===== config.mk =====
export PLATFORM = sky130hd
export DESIGN_NAME = queue_of_linked_stacks
export DESIGN_NICKNAME = d
export VERILOG_FILES = /design/src/rtl/core/qls_pkg.sv /design/src/rtl/core/qls_node_ram.sv /design/src/rtl/core/qls_stack_ram.sv /design/src/rtl/core/qls_ctrl.sv /design/src/rtl/core/queue_of_linked_stacks.sv
export SDC_FILE = /design/constraint.sdc
export NUM_CORES = 2
export LEC_CHECK = 0
export ABC_AREA = 1
export BUFFER_PORTS_ARGS = -buffer_cell sky130_fd_sc_hd__buf_2
export CAP_MARGIN = 20
export CELL_PAD_IN_SITES_DETAIL_PLACEMENT = 0
export CELL_PAD_IN_SITES_GLOBAL_PLACEMENT = 1
export CORE_UTILIZATION = 35
export DETAILED_ROUTE_END_ITERATION = 16
export PLACE_DENSITY = 0.63
export SLEW_MARGIN = 40
export SYNTH_ARGS = -nofsm -noshare
export SYNTH_HDL_FRONTEND = slang
export SYNTH_SLANG_ARGS = --single-unit
export TNS_END_PERCENT = 1

===== constraint.sdc =====
create_clock -name clk_i -period 11.29 [get_ports clk_i]
set_input_delay 0.5645 -clock clk_i [delete_from_list [all_inputs] [get_ports clk_i]]
set_output_delay 0.5645 -clock clk_i [all_outputs]
set_load 0.01 [all_outputs]

===== src/rtl/core/qls_pkg.sv =====
// shared types, constants and helpers for the queue of linked stacks
package qls_pkg;

  // sizes
  localparam int unsigned POOL_NODES  = 64;
  localparam int unsigned QUEUE_SLOTS = 16;
  localparam int unsigned DATA_W      = 32;
  localparam int unsigned OP_W        = 3;
  localparam int unsigned STATUS_W    = 3;

  // derived widths
  localparam int unsigned NW = $clog2(POOL_NODES);        // node index
  localparam int unsigned LW = $clog2(POOL_NODES + 1);    // link, includes null
  localparam int unsigned SW = $clog2(QUEUE_SLOTS);       // slot index
  localparam int unsigned CW = $clog2(QUEUE_SLOTS + 1);   // stack count

  // null link code
  localparam logic [LW-1:0] NIL = LW'(POOL_NODES);

  // item ops
  typedef enum logic [OP_W-1:0] {
    OP_NEW        = 3'd0,
    OP_PUSH_TAIL  = 3'd1,
    OP_PUSH_HEAD  = 3'd2,
    OP_POP        = 3'd3,
    OP_CLEAR      = 3'd4,
    OP_DEQ        = 3'd5,
    OP_CLEAR_ALL  = 3'd6,
    OP_DUMP       = 3'd7
  } op_e;

  // result status codes
  typedef enum logic [STATUS_W-1:0] {
    ST_OK         = 3'd0,
    ST_Q_EMPTY    = 3'd1,
    ST_S_EMPTY    = 3'd2,
    ST_Q_FULL     = 3'd3,
    ST_POOL_EMPTY = 3'd4
  } status_e;

  // control states
  typedef enum logic [1:0] {
    S_IDLE,
    S_EXEC,
    S_POP,
    S_DUMP
  } state_e;

  // one node of the pool
  typedef struct packed {
    logic [DATA_W-1:0] data;
    logic [LW-1:0]     link;
  } node_t;

  // node memory request
  typedef struct packed {
    logic          rd_en;
    logic [NW-1:0] rd_addr;
    logic          wr_en;
    logic [NW-1:0] wr_addr;
    node_t         wr_data;
    logic          clr;
  } node_req_t;

  // one stack descriptor
  typedef struct packed {
    logic [LW-1:0] top;
    logic [LW-1:0] bottom;
  } stk_ent_t;

  // stack memory request
  typedef struct packed {
    logic          rd_en;
    logic [SW-1:0] rd_addr;
    logic          wr_en;
    logic [SW-1:0] wr_addr;
    stk_ent_t      wr_data;
  } stk_req_t;

  // a link that names a real node
  function automatic logic is_node(logic [LW-1:0] l);
    return l < NIL;
  endfunction

  // wrap a slot sum that stays below twice the slot count
  function automatic logic [SW-1:0] slot_wrap(logic [CW:0] sum);
    logic [CW:0] r;
    r = (sum >= (CW+1)'(QUEUE_SLOTS)) ? sum - (CW+1)'(QUEUE_SLOTS) : sum;
    return r[SW-1:0];
  endfunction

endpackage


===== src/rtl/core/qls_node_ram.sv =====
// node pool memory with per-node link valid bits for the reset chain
module qls_node_ram (
  input  logic              clk_i,
  input  logic              rst_ni,
  input  qls_pkg::node_req_t req_i,
  output qls_pkg::node_t    rd_o
);

  qls_pkg::node_t                mem_q [qls_pkg::POOL_NODES];
  qls_pkg::node_t                rd_q;
  logic [qls_pkg::POOL_NODES-1:0] vld_q;
  logic                          rd_vld_q;
  logic [qls_pkg::NW-1:0]        rd_addr_q;

  // memory array, registered read
  always_ff @(posedge clk_i) begin
    if (req_i.wr_en) begin
      mem_q[req_i.wr_addr] <= req_i.wr_data;
    end
    if (req_i.rd_en) begin
      rd_q <= mem_q[req_i.rd_addr];
    end
  end

  // link valid bits, cleared by reset and by clear all
  always_ff @(posedge clk_i or negedge rst_ni) begin
    if (!rst_ni) begin
      vld_q     <= '0;
      rd_vld_q  <= 1'b0;
      rd_addr_q <= '0;
    end else begin
      if (req_i.clr) begin
        vld_q <= '0;
      end else if (req_i.wr_en) begin
        vld_q[req_i.wr_addr] <= 1'b1;
      end
      if (req_i.rd_en) begin
        rd_vld_q  <= vld_q[req_i.rd_addr];
        rd_addr_q <= req_i.rd_addr;
      end
    end
  end

  // an unwritten node links to the next one, the last one to null
  assign rd_o.data = rd_q.data;
  assign rd_o.link = rd_vld_q ? rd_q.link
                              : qls_pkg::LW'(rd_addr_q) + qls_pkg::LW'(1);

endmodule


===== src/rtl/core/qls_stack_ram.sv =====
// stack descriptor memory, top and bottom node per queue slot
module qls_stack_ram (
  input  logic               clk_i,
  input  qls_pkg::stk_req_t  req_i,
  output qls_pkg::stk_ent_t  rd_o
);

  qls_pkg::stk_ent_t mem_q [qls_pkg::QUEUE_SLOTS];
  qls_pkg::stk_ent_t rd_q;

  // memory array, registered read that holds when not read
  always_ff @(posedge clk_i) begin
    if (req_i.wr_en) begin
      mem_q[req_i.wr_addr] <= req_i.wr_data;
    end
    if (req_i.rd_en) begin
      rd_q <= mem_q[req_i.rd_addr];
    end
  end

  assign rd_o = rd_q;

endmodule


===== src/rtl/core/qls_ctrl.sv =====
// op sequencer: queue pointers, free list head, list walks and result register
module qls_ctrl (
  input  logic                              clk_i,
  input  logic                              rst_ni,
  input  logic                              s_axis_tvalid_i,
  output logic                              s_axis_tready_o,
  input  logic signed [qls_pkg::DATA_W-1:0] s_axis_tdata_i,  // value
  input  logic [qls_pkg::OP_W-1:0]          s_axis_tuser_i,  // op
  output logic                              m_axis_tvalid_o,
  input  logic                              m_axis_tready_i,
  output logic signed [qls_pkg::DATA_W-1:0] m_axis_tdata_o,  // data
  output logic [qls_pkg::STATUS_W-1:0]      m_axis_tuser_o,  // status
  output logic                              m_axis_tlast_o,  // last
  output qls_pkg::node_req_t                node_req_o,
  input  qls_pkg::node_t                    node_rd_i,
  output qls_pkg::stk_req_t                 stk_req_o,
  input  qls_pkg::stk_ent_t                 stk_rd_i
);

  qls_pkg::state_e             state_q, state_d;
  qls_pkg::op_e                op_q;
  logic [qls_pkg::DATA_W-1:0]  value_q;
  logic [qls_pkg::SW-1:0]      slot_q;
  logic [qls_pkg::SW-1:0]      head_q, head_d;
  logic [qls_pkg::CW-1:0]      count_q, count_d;
  logic [qls_pkg::LW-1:0]      free_q, free_d;
  logic [qls_pkg::NW-1:0]      k_q, k_d;

  logic                        out_valid_q;
  logic [qls_pkg::DATA_W-1:0]  out_data_q;
  qls_pkg::status_e            out_status_q;
  logic                        out_last_q;

  logic                        in_accept, out_free;
  logic                        q_empty, q_full, top_node, link_node, free_node, dump_last;
  logic [qls_pkg::CW-1:0]      tail_off;
  logic [qls_pkg::SW-1:0]      cur_tail, new_tail, in_slot;
  qls_pkg::op_e                in_op;
  qls_pkg::stk_ent_t           stk_nil;

  logic                        emit;
  qls_pkg::status_e            emit_status;
  logic [qls_pkg::DATA_W-1:0]  emit_data;
  logic                        emit_last;

  // handshake and condition terms
  assign in_accept = s_axis_tvalid_i && s_axis_tready_o;
  assign out_free  = !out_valid_q || m_axis_tready_i;
  assign q_empty   = (count_q == '0);
  assign q_full    = (count_q == qls_pkg::CW'(qls_pkg::QUEUE_SLOTS));
  assign top_node  = qls_pkg::is_node(stk_rd_i.top);
  assign link_node = qls_pkg::is_node(node_rd_i.link);
  assign free_node = qls_pkg::is_node(free_q);
  assign dump_last = !link_node || (k_q == qls_pkg::NW'(qls_pkg::POOL_NODES - 1));
  assign stk_nil   = '{top: qls_pkg::NIL, bottom: qls_pkg::NIL};

  // slot of the tail stack and of a new stack
  assign tail_off = q_empty ? '0 : count_q - qls_pkg::CW'(1);
  assign cur_tail = qls_pkg::slot_wrap((qls_pkg::CW+1)'(head_q) + (qls_pkg::CW+1)'(tail_off));
  assign new_tail = qls_pkg::slot_wrap((qls_pkg::CW+1)'(head_q) + (qls_pkg::CW+1)'(count_q));
  assign in_op    = qls_pkg::op_e'(s_axis_tuser_i);
  assign in_slot  = (in_op == qls_pkg::OP_PUSH_TAIL) ? cur_tail : head_q;

  assign s_axis_tready_o = (state_q == qls_pkg::S_IDLE);

  // next state
  always_comb begin
    state_d = state_q;
    case (state_q)
      qls_pkg::S_IDLE: begin
        if (in_accept) begin
          state_d = qls_pkg::S_EXEC;
        end
      end
      qls_pkg::S_EXEC: begin
        if (out_free) begin
          if (op_q == qls_pkg::OP_POP && !q_empty && top_node) begin
            state_d = qls_pkg::S_POP;
          end else if (op_q == qls_pkg::OP_DUMP && !q_empty && top_node) begin
            state_d = qls_pkg::S_DUMP;
          end else begin
            state_d = qls_pkg::S_IDLE;
          end
        end
      end
      qls_pkg::S_POP: begin
        if (out_free) begin
          state_d = qls_pkg::S_IDLE;
        end
      end
      qls_pkg::S_DUMP: begin
        if (out_free && dump_last) begin
          state_d = qls_pkg::S_IDLE;
        end
      end
      default: state_d = qls_pkg::S_IDLE;
    endcase
  end

  // memory requests, pointer updates and results
  always_comb begin
    node_req_o  = '0;
    stk_req_o   = '0;
    emit        = 1'b0;
    emit_status = qls_pkg::ST_OK;
    emit_data   = '0;
    emit_last   = 1'b1;
    head_d      = head_q;
    count_d     = count_q;
    free_d      = free_q;
    k_d         = k_q;
    case (state_q)
      qls_pkg::S_IDLE: begin
        // fetch the target stack and the free head node
        if (in_accept) begin
          stk_req_o.rd_en    = 1'b1;
          stk_req_o.rd_addr  = in_slot;
          node_req_o.rd_en   = 1'b1;
          node_req_o.rd_addr = free_q[qls_pkg::NW-1:0];
        end
      end
      qls_pkg::S_EXEC: begin
        if (out_free) begin
          emit = 1'b1;
          if (op_q == qls_pkg::OP_NEW) begin
            if (q_full) begin
              emit_status = qls_pkg::ST_Q_FULL;
            end else begin
              stk_req_o.wr_en   = 1'b1;
              stk_req_o.wr_addr = new_tail;
              stk_req_o.wr_data = stk_nil;
              count_d           = count_q + qls_pkg::CW'(1);
            end
          end else if (q_empty) begin
            emit_status = qls_pkg::ST_Q_EMPTY;
          end else begin
            case (op_q)
              qls_pkg::OP_PUSH_TAIL, qls_pkg::OP_PUSH_HEAD: begin
                if (!free_node) begin
                  emit_status = qls_pkg::ST_POOL_EMPTY;
                end else begin
                  // take the free head node as the new top
                  node_req_o.wr_en        = 1'b1;
                  node_req_o.wr_addr      = free_q[qls_pkg::NW-1:0];
                  node_req_o.wr_data.data = value_q;
                  node_req_o.wr_data.link = stk_rd_i.top;
                  free_d                  = node_rd_i.link;
                  stk_req_o.wr_en         = 1'b1;
                  stk_req_o.wr_addr       = slot_q;
                  stk_req_o.wr_data.top   = free_q;
                  stk_req_o.wr_data.bottom = top_node ? stk_rd_i.bottom : free_q;
                end
              end
              qls_pkg::OP_POP: begin
                if (!top_node) begin
                  emit_status = qls_pkg::ST_S_EMPTY;
                end else begin
                  emit               = 1'b0;
                  node_req_o.rd_en   = 1'b1;
                  node_req_o.rd_addr = stk_rd_i.top[qls_pkg::NW-1:0];
                end
              end
              qls_pkg::OP_CLEAR, qls_pkg::OP_DEQ: begin
                // splice the whole list onto the free list via its bottom node
                if (top_node) begin
                  node_req_o.wr_en        = 1'b1;
                  node_req_o.wr_addr      = stk_rd_i.bottom[qls_pkg::NW-1:0];
                  node_req_o.wr_data.data = '0;
                  node_req_o.wr_data.link = free_q;
                  free_d                  = stk_rd_i.top;
                end
                stk_req_o.wr_en   = 1'b1;
                stk_req_o.wr_addr = slot_q;
                stk_req_o.wr_data = stk_nil;
                if (op_q == qls_pkg::OP_DEQ) begin
                  head_d  = qls_pkg::slot_wrap((qls_pkg::CW+1)'(head_q) + (qls_pkg::CW+1)'(1));
                  count_d = count_q - qls_pkg::CW'(1);
                end
              end
              qls_pkg::OP_CLEAR_ALL: begin
                // every node goes back to the reset chain
                node_req_o.clr = 1'b1;
                free_d         = '0;
                head_d         = '0;
                count_d        = '0;
              end
              qls_pkg::OP_DUMP: begin
                if (!top_node) begin
                  emit_status = qls_pkg::ST_S_EMPTY;
                end else begin
                  emit               = 1'b0;
                  node_req_o.rd_en   = 1'b1;
                  node_req_o.rd_addr = stk_rd_i.top[qls_pkg::NW-1:0];
                  k_d                = '0;
                end
              end
              default: ;
            endcase
          end
        end
      end
      qls_pkg::S_POP: begin
        if (out_free) begin
          emit                    = 1'b1;
          emit_data               = node_rd_i.data;
          stk_req_o.wr_en         = 1'b1;
          stk_req_o.wr_addr       = slot_q;
          stk_req_o.wr_data.top   = link_node ? node_rd_i.link : qls_pkg::NIL;
          stk_req_o.wr_data.bottom = stk_rd_i.bottom;
          node_req_o.wr_en        = 1'b1;
          node_req_o.wr_addr      = stk_rd_i.top[qls_pkg::NW-1:0];
          node_req_o.wr_data.data = '0;
          node_req_o.wr_data.link = free_q;
          free_d                  = stk_rd_i.top;
        end
      end
      qls_pkg::S_DUMP: begin
        // one node per cycle while the output register is free, next read follows the link just returned
        if (out_free) begin
          emit      = 1'b1;
          emit_data = node_rd_i.data;
          emit_last = dump_last;
          if (!dump_last) begin
            node_req_o.rd_en   = 1'b1;
            node_req_o.rd_addr = node_rd_i.link[qls_pkg::NW-1:0];
            k_d                = k_q + qls_pkg::NW'(1);
          end
        end
      end
      default: ;
    endcase
  end

  // control registers
  always_ff @(posedge clk_i or negedge rst_ni) begin
    if (!rst_ni) begin
      state_q     <= qls_pkg::S_IDLE;
      head_q      <= '0;
      count_q     <= '0;
      free_q      <= '0;
      k_q         <= '0;
      out_valid_q <= 1'b0;
    end else begin
      state_q <= state_d;
      head_q  <= head_d;
      count_q <= count_d;
      free_q  <= free_d;
      k_q     <= k_d;
      if (emit) begin
        out_valid_q <= 1'b1;
      end else if (m_axis_tready_i) begin
        out_valid_q <= 1'b0;
      end
    end
  end

  // item capture and result payload
  always_ff @(posedge clk_i) begin
    if (in_accept) begin
      op_q    <= in_op;
      value_q <= s_axis_tdata_i;
      slot_q  <= in_slot;
    end
    if (emit) begin
      out_status_q <= emit_status;
      out_data_q   <= emit_data;
      out_last_q   <= emit_last;
    end
  end

  assign m_axis_tvalid_o = out_valid_q;
  assign m_axis_tdata_o  = out_data_q;
  assign m_axis_tuser_o  = out_status_q;
  assign m_axis_tlast_o  = out_last_q;

endmodule


===== src/rtl/core/queue_of_linked_stacks.sv =====
// top level of the queue of linked stacks
// A FIFO of up to 16 stacks whose entries live in a shared pool of 64 nodes
// (node memory plus a stack descriptor memory, both with registered synchronous
// reads). Each stack descriptor keeps its top and bottom node, so clearing or
// dequeuing a stack splices it onto the free list in one step, and clear all
// restores the whole pool at once; no clearing pass is needed after reset.
// An item is accepted, then executed once the descriptor and free-head node
// reads return; a pop then reads the top node after the descriptor; a dump
// emits one result per node, one result per cycle while the output register
// is free, following the link returned by the node memory. Any step that
// produces a result waits while the output register is still full.
module queue_of_linked_stacks (
  input  logic                              clk_i,
  input  logic                              rst_ni,
  input  logic                              s_axis_tvalid_i,
  output logic                              s_axis_tready_o,
  input  logic signed [qls_pkg::DATA_W-1:0] s_axis_tdata_i,  // value
  input  logic [qls_pkg::OP_W-1:0]          s_axis_tuser_i,  // op
  output logic                              m_axis_tvalid_o,
  input  logic                              m_axis_tready_i,
  output logic signed [qls_pkg::DATA_W-1:0] m_axis_tdata_o,  // data
  output logic [qls_pkg::STATUS_W-1:0]      m_axis_tuser_o,  // status
  output logic                              m_axis_tlast_o   // last
);

  qls_pkg::node_req_t node_req;
  qls_pkg::node_t     node_rd;
  qls_pkg::stk_req_t  stk_req;
  qls_pkg::stk_ent_t  stk_rd;

  // sequencer
  qls_ctrl u_ctrl (
    .clk_i           (clk_i),
    .rst_ni          (rst_ni),
    .s_axis_tvalid_i (s_axis_tvalid_i),
    .s_axis_tready_o (s_axis_tready_o),
    .s_axis_tdata_i  (s_axis_tdata_i),
    .s_axis_tuser_i  (s_axis_tuser_i),
    .m_axis_tvalid_o (m_axis_tvalid_o),
    .m_axis_tready_i (m_axis_tready_i),
    .m_axis_tdata_o  (m_axis_tdata_o),
    .m_axis_tuser_o  (m_axis_tuser_o),
    .m_axis_tlast_o  (m_axis_tlast_o),
    .node_req_o      (node_req),
    .node_rd_i       (node_rd),
    .stk_req_o       (stk_req),
    .stk_rd_i        (stk_rd)
  );

  // node pool
  qls_node_ram u_node_ram (
    .clk_i  (clk_i),
    .rst_ni (rst_ni),
    .req_i  (node_req),
    .rd_o   (node_rd)
  );

  // stack descriptors
  qls_stack_ram u_stack_ram (
    .clk_i (clk_i),
    .req_i (stk_req),
    .rd_o  (stk_rd)
  );

`ifndef SYNTHESIS
  // any error result closes its item
  assert property (@(posedge clk_i) disable iff (!rst_ni)
    (m_axis_tvalid_o && m_axis_tuser_o != qls_pkg::ST_OK) |-> m_axis_tlast_o)
    else $error("error status without last");

  // only a successful pop or dump carries a data word
  assert property (@(posedge clk_i) disable iff (!rst_ni)
    (m_axis_tvalid_o && m_axis_tdata_o != '0) |-> (m_axis_tuser_o == qls_pkg::ST_OK))
    else $error("data word with error status");

  // one item at a time: busy right after an accept
  assert property (@(posedge clk_i) disable iff (!rst_ni)
    (s_axis_tvalid_i && s_axis_tready_o) |=> !s_axis_tready_o)
    else $error("item accepted while busy");
`endif

endmodule

==> implementation parameters <==
Parameter                              Value

Timing
  Number of max-slew violations in the final report    0
  Worst-case headroom to the max-slew limit    33.6%
  Achievable Freq    approximately 0.17 GHz
  Number of hold violations in the final report    0
  Post-route fraction of the period consumed by the critical path    between 50% and 60%
  Worst Tran Pin Value    roughly 1000 ps
  Count of endpoints failing setup in the final report    0
  Setup total negative slack    0 ps
  Worst clock skew on the final layout    47.0 ps
  Min cycle time layout    just under 6000 ps
  Setup repair after global routing missed its margin    no

Setup path
  Arrival time at the worst endpoint    roughly 6500 ps
  Terminus of the critical flop-to-flop path    u_node_ram.rd_o[29]$_DFFE_PP_
  Worst setup path category    reg -> reg
  Maximum fanout encountered on the critical timing path    roughly 150
  CP endpoint kind    flop
  Path depth of the worst reg2reg path    20
  Crit start category    flop
  WP data required    roughly 12000 ps
  Reg-to-Reg Start    u_ctrl.count_q[0]$_DFFE_PN0P_
  FF-to-FF setup slack    about 5500 ps

Synth
  Mean cell area of the mapped netlist    between 10 and 15 um2
  Primary flip-flop cell chosen by synthesis mapping    sky130_fd_sc_hd__edfxtp_1
  Flop and latch count out of synthesis    between 2000 and 3000
  Warnings, synthesis    0
  Dominant cell type by area after synthesis    sky130_fd_sc_hd__edfxtp_1
  EDFF count, synth    approximately 2800
  Cell types occupying the most area after synthesis    sky130_fd_sc_hd__edfxtp_1 71%, sky130_fd_sc_hd__o211ai_1 8.1%, sky130_fd_sc_hd__nand3_1 5.5%
  Total nets after synthesis    between 8000 and 9000
  Number of unique standard cell types used by synthesis    57
  Proportion of register bits with asynchronous set or reset after synthesis    3.28%
  Number of standard cells after synthesis    8832
  Top cell type's share of synthesized area    between 70% and 80%
  Area of the mapped netlist    approximately 0.12 mm2
  Post-synthesis sequential area ratio    ~73%

Layout
  Layout filler cell count    31500
  Leading cell type in the layout, fill and taps excluded    sky130_fd_sc_hd__edfxtp_1
  Layout net count    8925
  Final core area utilization    between 40 and 50%
  Commonest cells after routing, fill and taps aside    2831 x sky130_fd_sc_hd__edfxtp_1, 1312 x sky130_fd_sc_hd__nand3_1, 1288 x sky130_fd_sc_hd__o211ai_1, 547 x sky130_fd_sc_hd__nand2_1, 533 x sky130_fd_sc_hd__or2_2
  Layout cell share with drive strength beyond 1    between 10% and 20%
  Area growth, synth to finish    13.9%
  Area occupied by multi-input gates    slightly below 0.03 mm2
  Number of standard cells in the layout, taps in and fillers out    around 14000
  Register area    just under 0.09 mm2

Die
  Effective utilization at floorplan    about a third
  Die area    0.345 mm2
  IO Count    between 70 and 80
  Die Y-Extent    around 590 um
  Core area    0.341 mm2
  Cell Rows    between 200 and 250
  Die X-Extent    ~590 um

Clock network
  TritonCTS buffer count    320
  Clock net sink count    2927
  Buffer cell driving the clock tree root    sky130_fd_sc_hd__clkbuf_16
  Maximum count of clock buffers along a single path    4
  Clock slew seen by the registers of the worst setup and hold paths    70 ps
  Clk_lat worst skew    930 ps
  Clock tree from TritonCTS    done
  H-tree level count    5
  Post-CTS Setup Inserts    0

Routing
  Met3 wirelength from detailed routing    roughly 27 mm
  Met1 Wirelength    ~170 mm
  Routed Antenna Nets    0
  Number of search-and-repair iterations in the first detailed-routing pass    5
  Wirelength per Cell    roughly 29 um
  Met2 routed wirelength    around 190 mm
  Iteration-0 DRC count of the detailed router    9075
  Via density    roughly 5.6
  Via count of the routed design    76100
  DRC viols    0
  Highest metal layer with signal wires    met5
  Wirelength, routed    a little under 400 mm

Flow run
  Number of violations of the max-capacitance limit    0

Run status
  Outcome    complete, no violations

Placement
  Placed wire-length estimate    207 mm
  Count of input and output buffers    between 70 and 80
  Number of placed cells counting well taps    about 13000
  Placer Congestion    0.816

Power and ir drop
  Leakage    45.3 nW
  Power density of the placed cells    226 mW/mm2
  Worst IR drop on VDD    0.147 mV

Global routing
  First-pass GRT wire length    552 mm
  Vias in the first global route    ~74000
  Maximum number of pins on one net before global-route repair    about 210
  Number of antenna violations at the first check in global routing    20
  Overall overflow remaining after global route    0
  Overall routing resource usage    22.0%

Min path
  Hold Crit Class    in -> async
sequential cells by signal (all words and copies together) (netlist names):
signal and count:
u_ctrl.count_q 5, u_ctrl.free_q 7, u_ctrl.head_q 4, u_ctrl.k_q 6, u_ctrl.m_axis_tdata_o 32, u_ctrl.m_axis_tlast_o 1
u_ctrl.m_axis_tuser_o 3, u_ctrl.m_axis_tvalid_o 1, u_ctrl.op_q 3, u_ctrl.slot_q 4, u_ctrl.state_q 2, u_ctrl.value_q 32
u_node_ram.mem_q 2496, u_node_ram.rd_addr_q 6, u_node_ram.rd_o 32, u_node_ram.rd_q 7, u_node_ram.rd_vld_q 1, u_node_ram.vld_q 64
u_stack_ram.mem_q 208, u_stack_ram.rd_o 13
layer usage:
layer | track usage [%] | vias to the layer above
li1 | - | 33200
met1 | 30.6 | 39300
met2 | 36.2 | 3064
met3 | 2.91 | 550
met4 | 6.06 | 6
met5 | 0 | -
through the flow:
| stage | hold slack [ps] | setup slack [ps] | area (um2) | power (W) |
|---|---|---|---|---|
| floorplan | 269 | 6440 | 120000 | 0.0179 |
| global placement | 481 | 5530 | 126000 | 0.0208 |
| detailed placement | 487 | 5590 | 126000 | 0.0210 |
| CTS | 57.5 | 5570 | 137000 | 0.0311 |
| global route | 126 | 5100 | 137000 | 0.0322 |
| finish | 129 | 5470 | 137000 | 0.0310 |
how the worst max path moves through the flow:
stage                             startpoint                           endpoint  slack [ps]  depth (start not counted)
6_report       u_ctrl.count_q[0]$_DFFE_PN0P_      u_node_ram.rd_o[29]$_DFFE_PP_        5470                         20
3_3_place_gp   u_ctrl.count_q[0]$_DFFE_PN0P_      u_node_ram.rd_o[28]$_DFFE_PP_        5530                         19
3_5_place_dp   u_ctrl.count_q[0]$_DFFE_PN0P_      u_node_ram.rd_o[15]$_DFFE_PP_        5590                         20
2_1_floorplan       u_ctrl.op_q[1]$_DFFE_PP_  u_node_ram.mem_q[0][10]$_DFFE_PP_        6440                          8
4_1_cts        u_ctrl.count_q[0]$_DFFE_PN0P_      u_node_ram.rd_o[29]$_DFFE_PP_        5570                         20
5_1_grt        u_ctrl.count_q[0]$_DFFE_PN0P_      u_node_ram.rd_o[29]$_DFFE_PP_        5100                         20
worst max-delay path, stage by stage, from the launching register on:
cell and delay, ps:
sky130_fd_sc_hd__dfrtp_1 430, sky130_fd_sc_hd__inv_1 170, sky130_fd_sc_hd__ha_1 210, sky130_fd_sc_hd__nand3_2 240, sky130_fd_sc_hd__nand3_1 160, sky130_fd_sc_hd__nor2_1 70, sky130_fd_sc_hd__nor2_2 210, sky130_fd_sc_hd__o21ai_4 80
sky130_fd_sc_hd__buf_4 280, sky130_fd_sc_hd__nand2_8 340, sky130_fd_sc_hd__buf_12 490, sky130_fd_sc_hd__buf_12 490, sky130_fd_sc_hd__buf_16 420, sky130_fd_sc_hd__buf_6 640, sky130_fd_sc_hd__nand2_1 120, sky130_fd_sc_hd__o211ai_1 120
sky130_fd_sc_hd__nand3_1 100, sky130_fd_sc_hd__nand3_1 140, sky130_fd_sc_hd__nand3_1 90, sky130_fd_sc_hd__nand3_1 180, sky130_fd_sc_hd__nand2_1 80
power breakdown:
group	total (W)	leakage [nW]	internal, W	switching (W)
clock network	0.0102	4.89	0.00577	0.00440
registers	0.0129	28.6	0.0126	0.000297
logic	0.00789	11.8	0.00223	0.00567
synthesized netlist by cell type (12+ instances only):
master,instances
sky130_fd_sc_hd__a21oi_1,116
sky130_fd_sc_hd__a22oi_1,13
sky130_fd_sc_hd__a31o_2,13
sky130_fd_sc_hd__a31oi_1,19
sky130_fd_sc_hd__buf_1,84
sky130_fd_sc_hd__buf_2,117
sky130_fd_sc_hd__clkbuf_1,410
sky130_fd_sc_hd__dfrtp_1,96
sky130_fd_sc_hd__edfxtp_1,2831
sky130_fd_sc_hd__ha_1,16
sky130_fd_sc_hd__inv_1,441
sky130_fd_sc_hd__inv_2,20
sky130_fd_sc_hd__nand2_1,549
sky130_fd_sc_hd__nand3_1,1312
sky130_fd_sc_hd__nor2_1,220
sky130_fd_sc_hd__nor2_2,13
sky130_fd_sc_hd__o2111ai_1,13
sky130_fd_sc_hd__o211ai_1,1288
sky130_fd_sc_hd__o21ai_0,60
sky130_fd_sc_hd__o22ai_1,12
sky130_fd_sc_hd__o31ai_1,28
sky130_fd_sc_hd__or2_0,159
sky130_fd_sc_hd__or2_1,377
sky130_fd_sc_hd__or2_2,533
repair_timing:
| item | 4_1_cts | 5_1_grt |
|---|---|---|
| gates resized for setup | 0 | 0 |
| hold buffers | 36 | 0 |
| hold endpoints to repair | 56 | 0 |
kinds of logic (layout without fill, tap and decap cells):
group           after synthesis  in the layout  share of synthesized area, %
simple gates               3202           3202                          13.8
flops                      2927           2927                          72.8
compound gates             1586           1586                          9.56
buf+inv                    1089           1380                          3.60
fa+ha+maj                    18             18                         0.200
xor+xnor                     10             10                        0.0730
other cells                   0              5                             0
final cells by class:
type                    instances  share of cell area, %
flip-flops and latches       2927                   63.9
repair buffers                341                   2.24
inverters                     462                   1.32
diodes                          5                0.00915
clock inverters               180                   1.19
multi-input cells            4816                   21.1
well taps                    4536                   4.15
clock buffers                 397                   6.13
(Power assumes the default switching activity.)
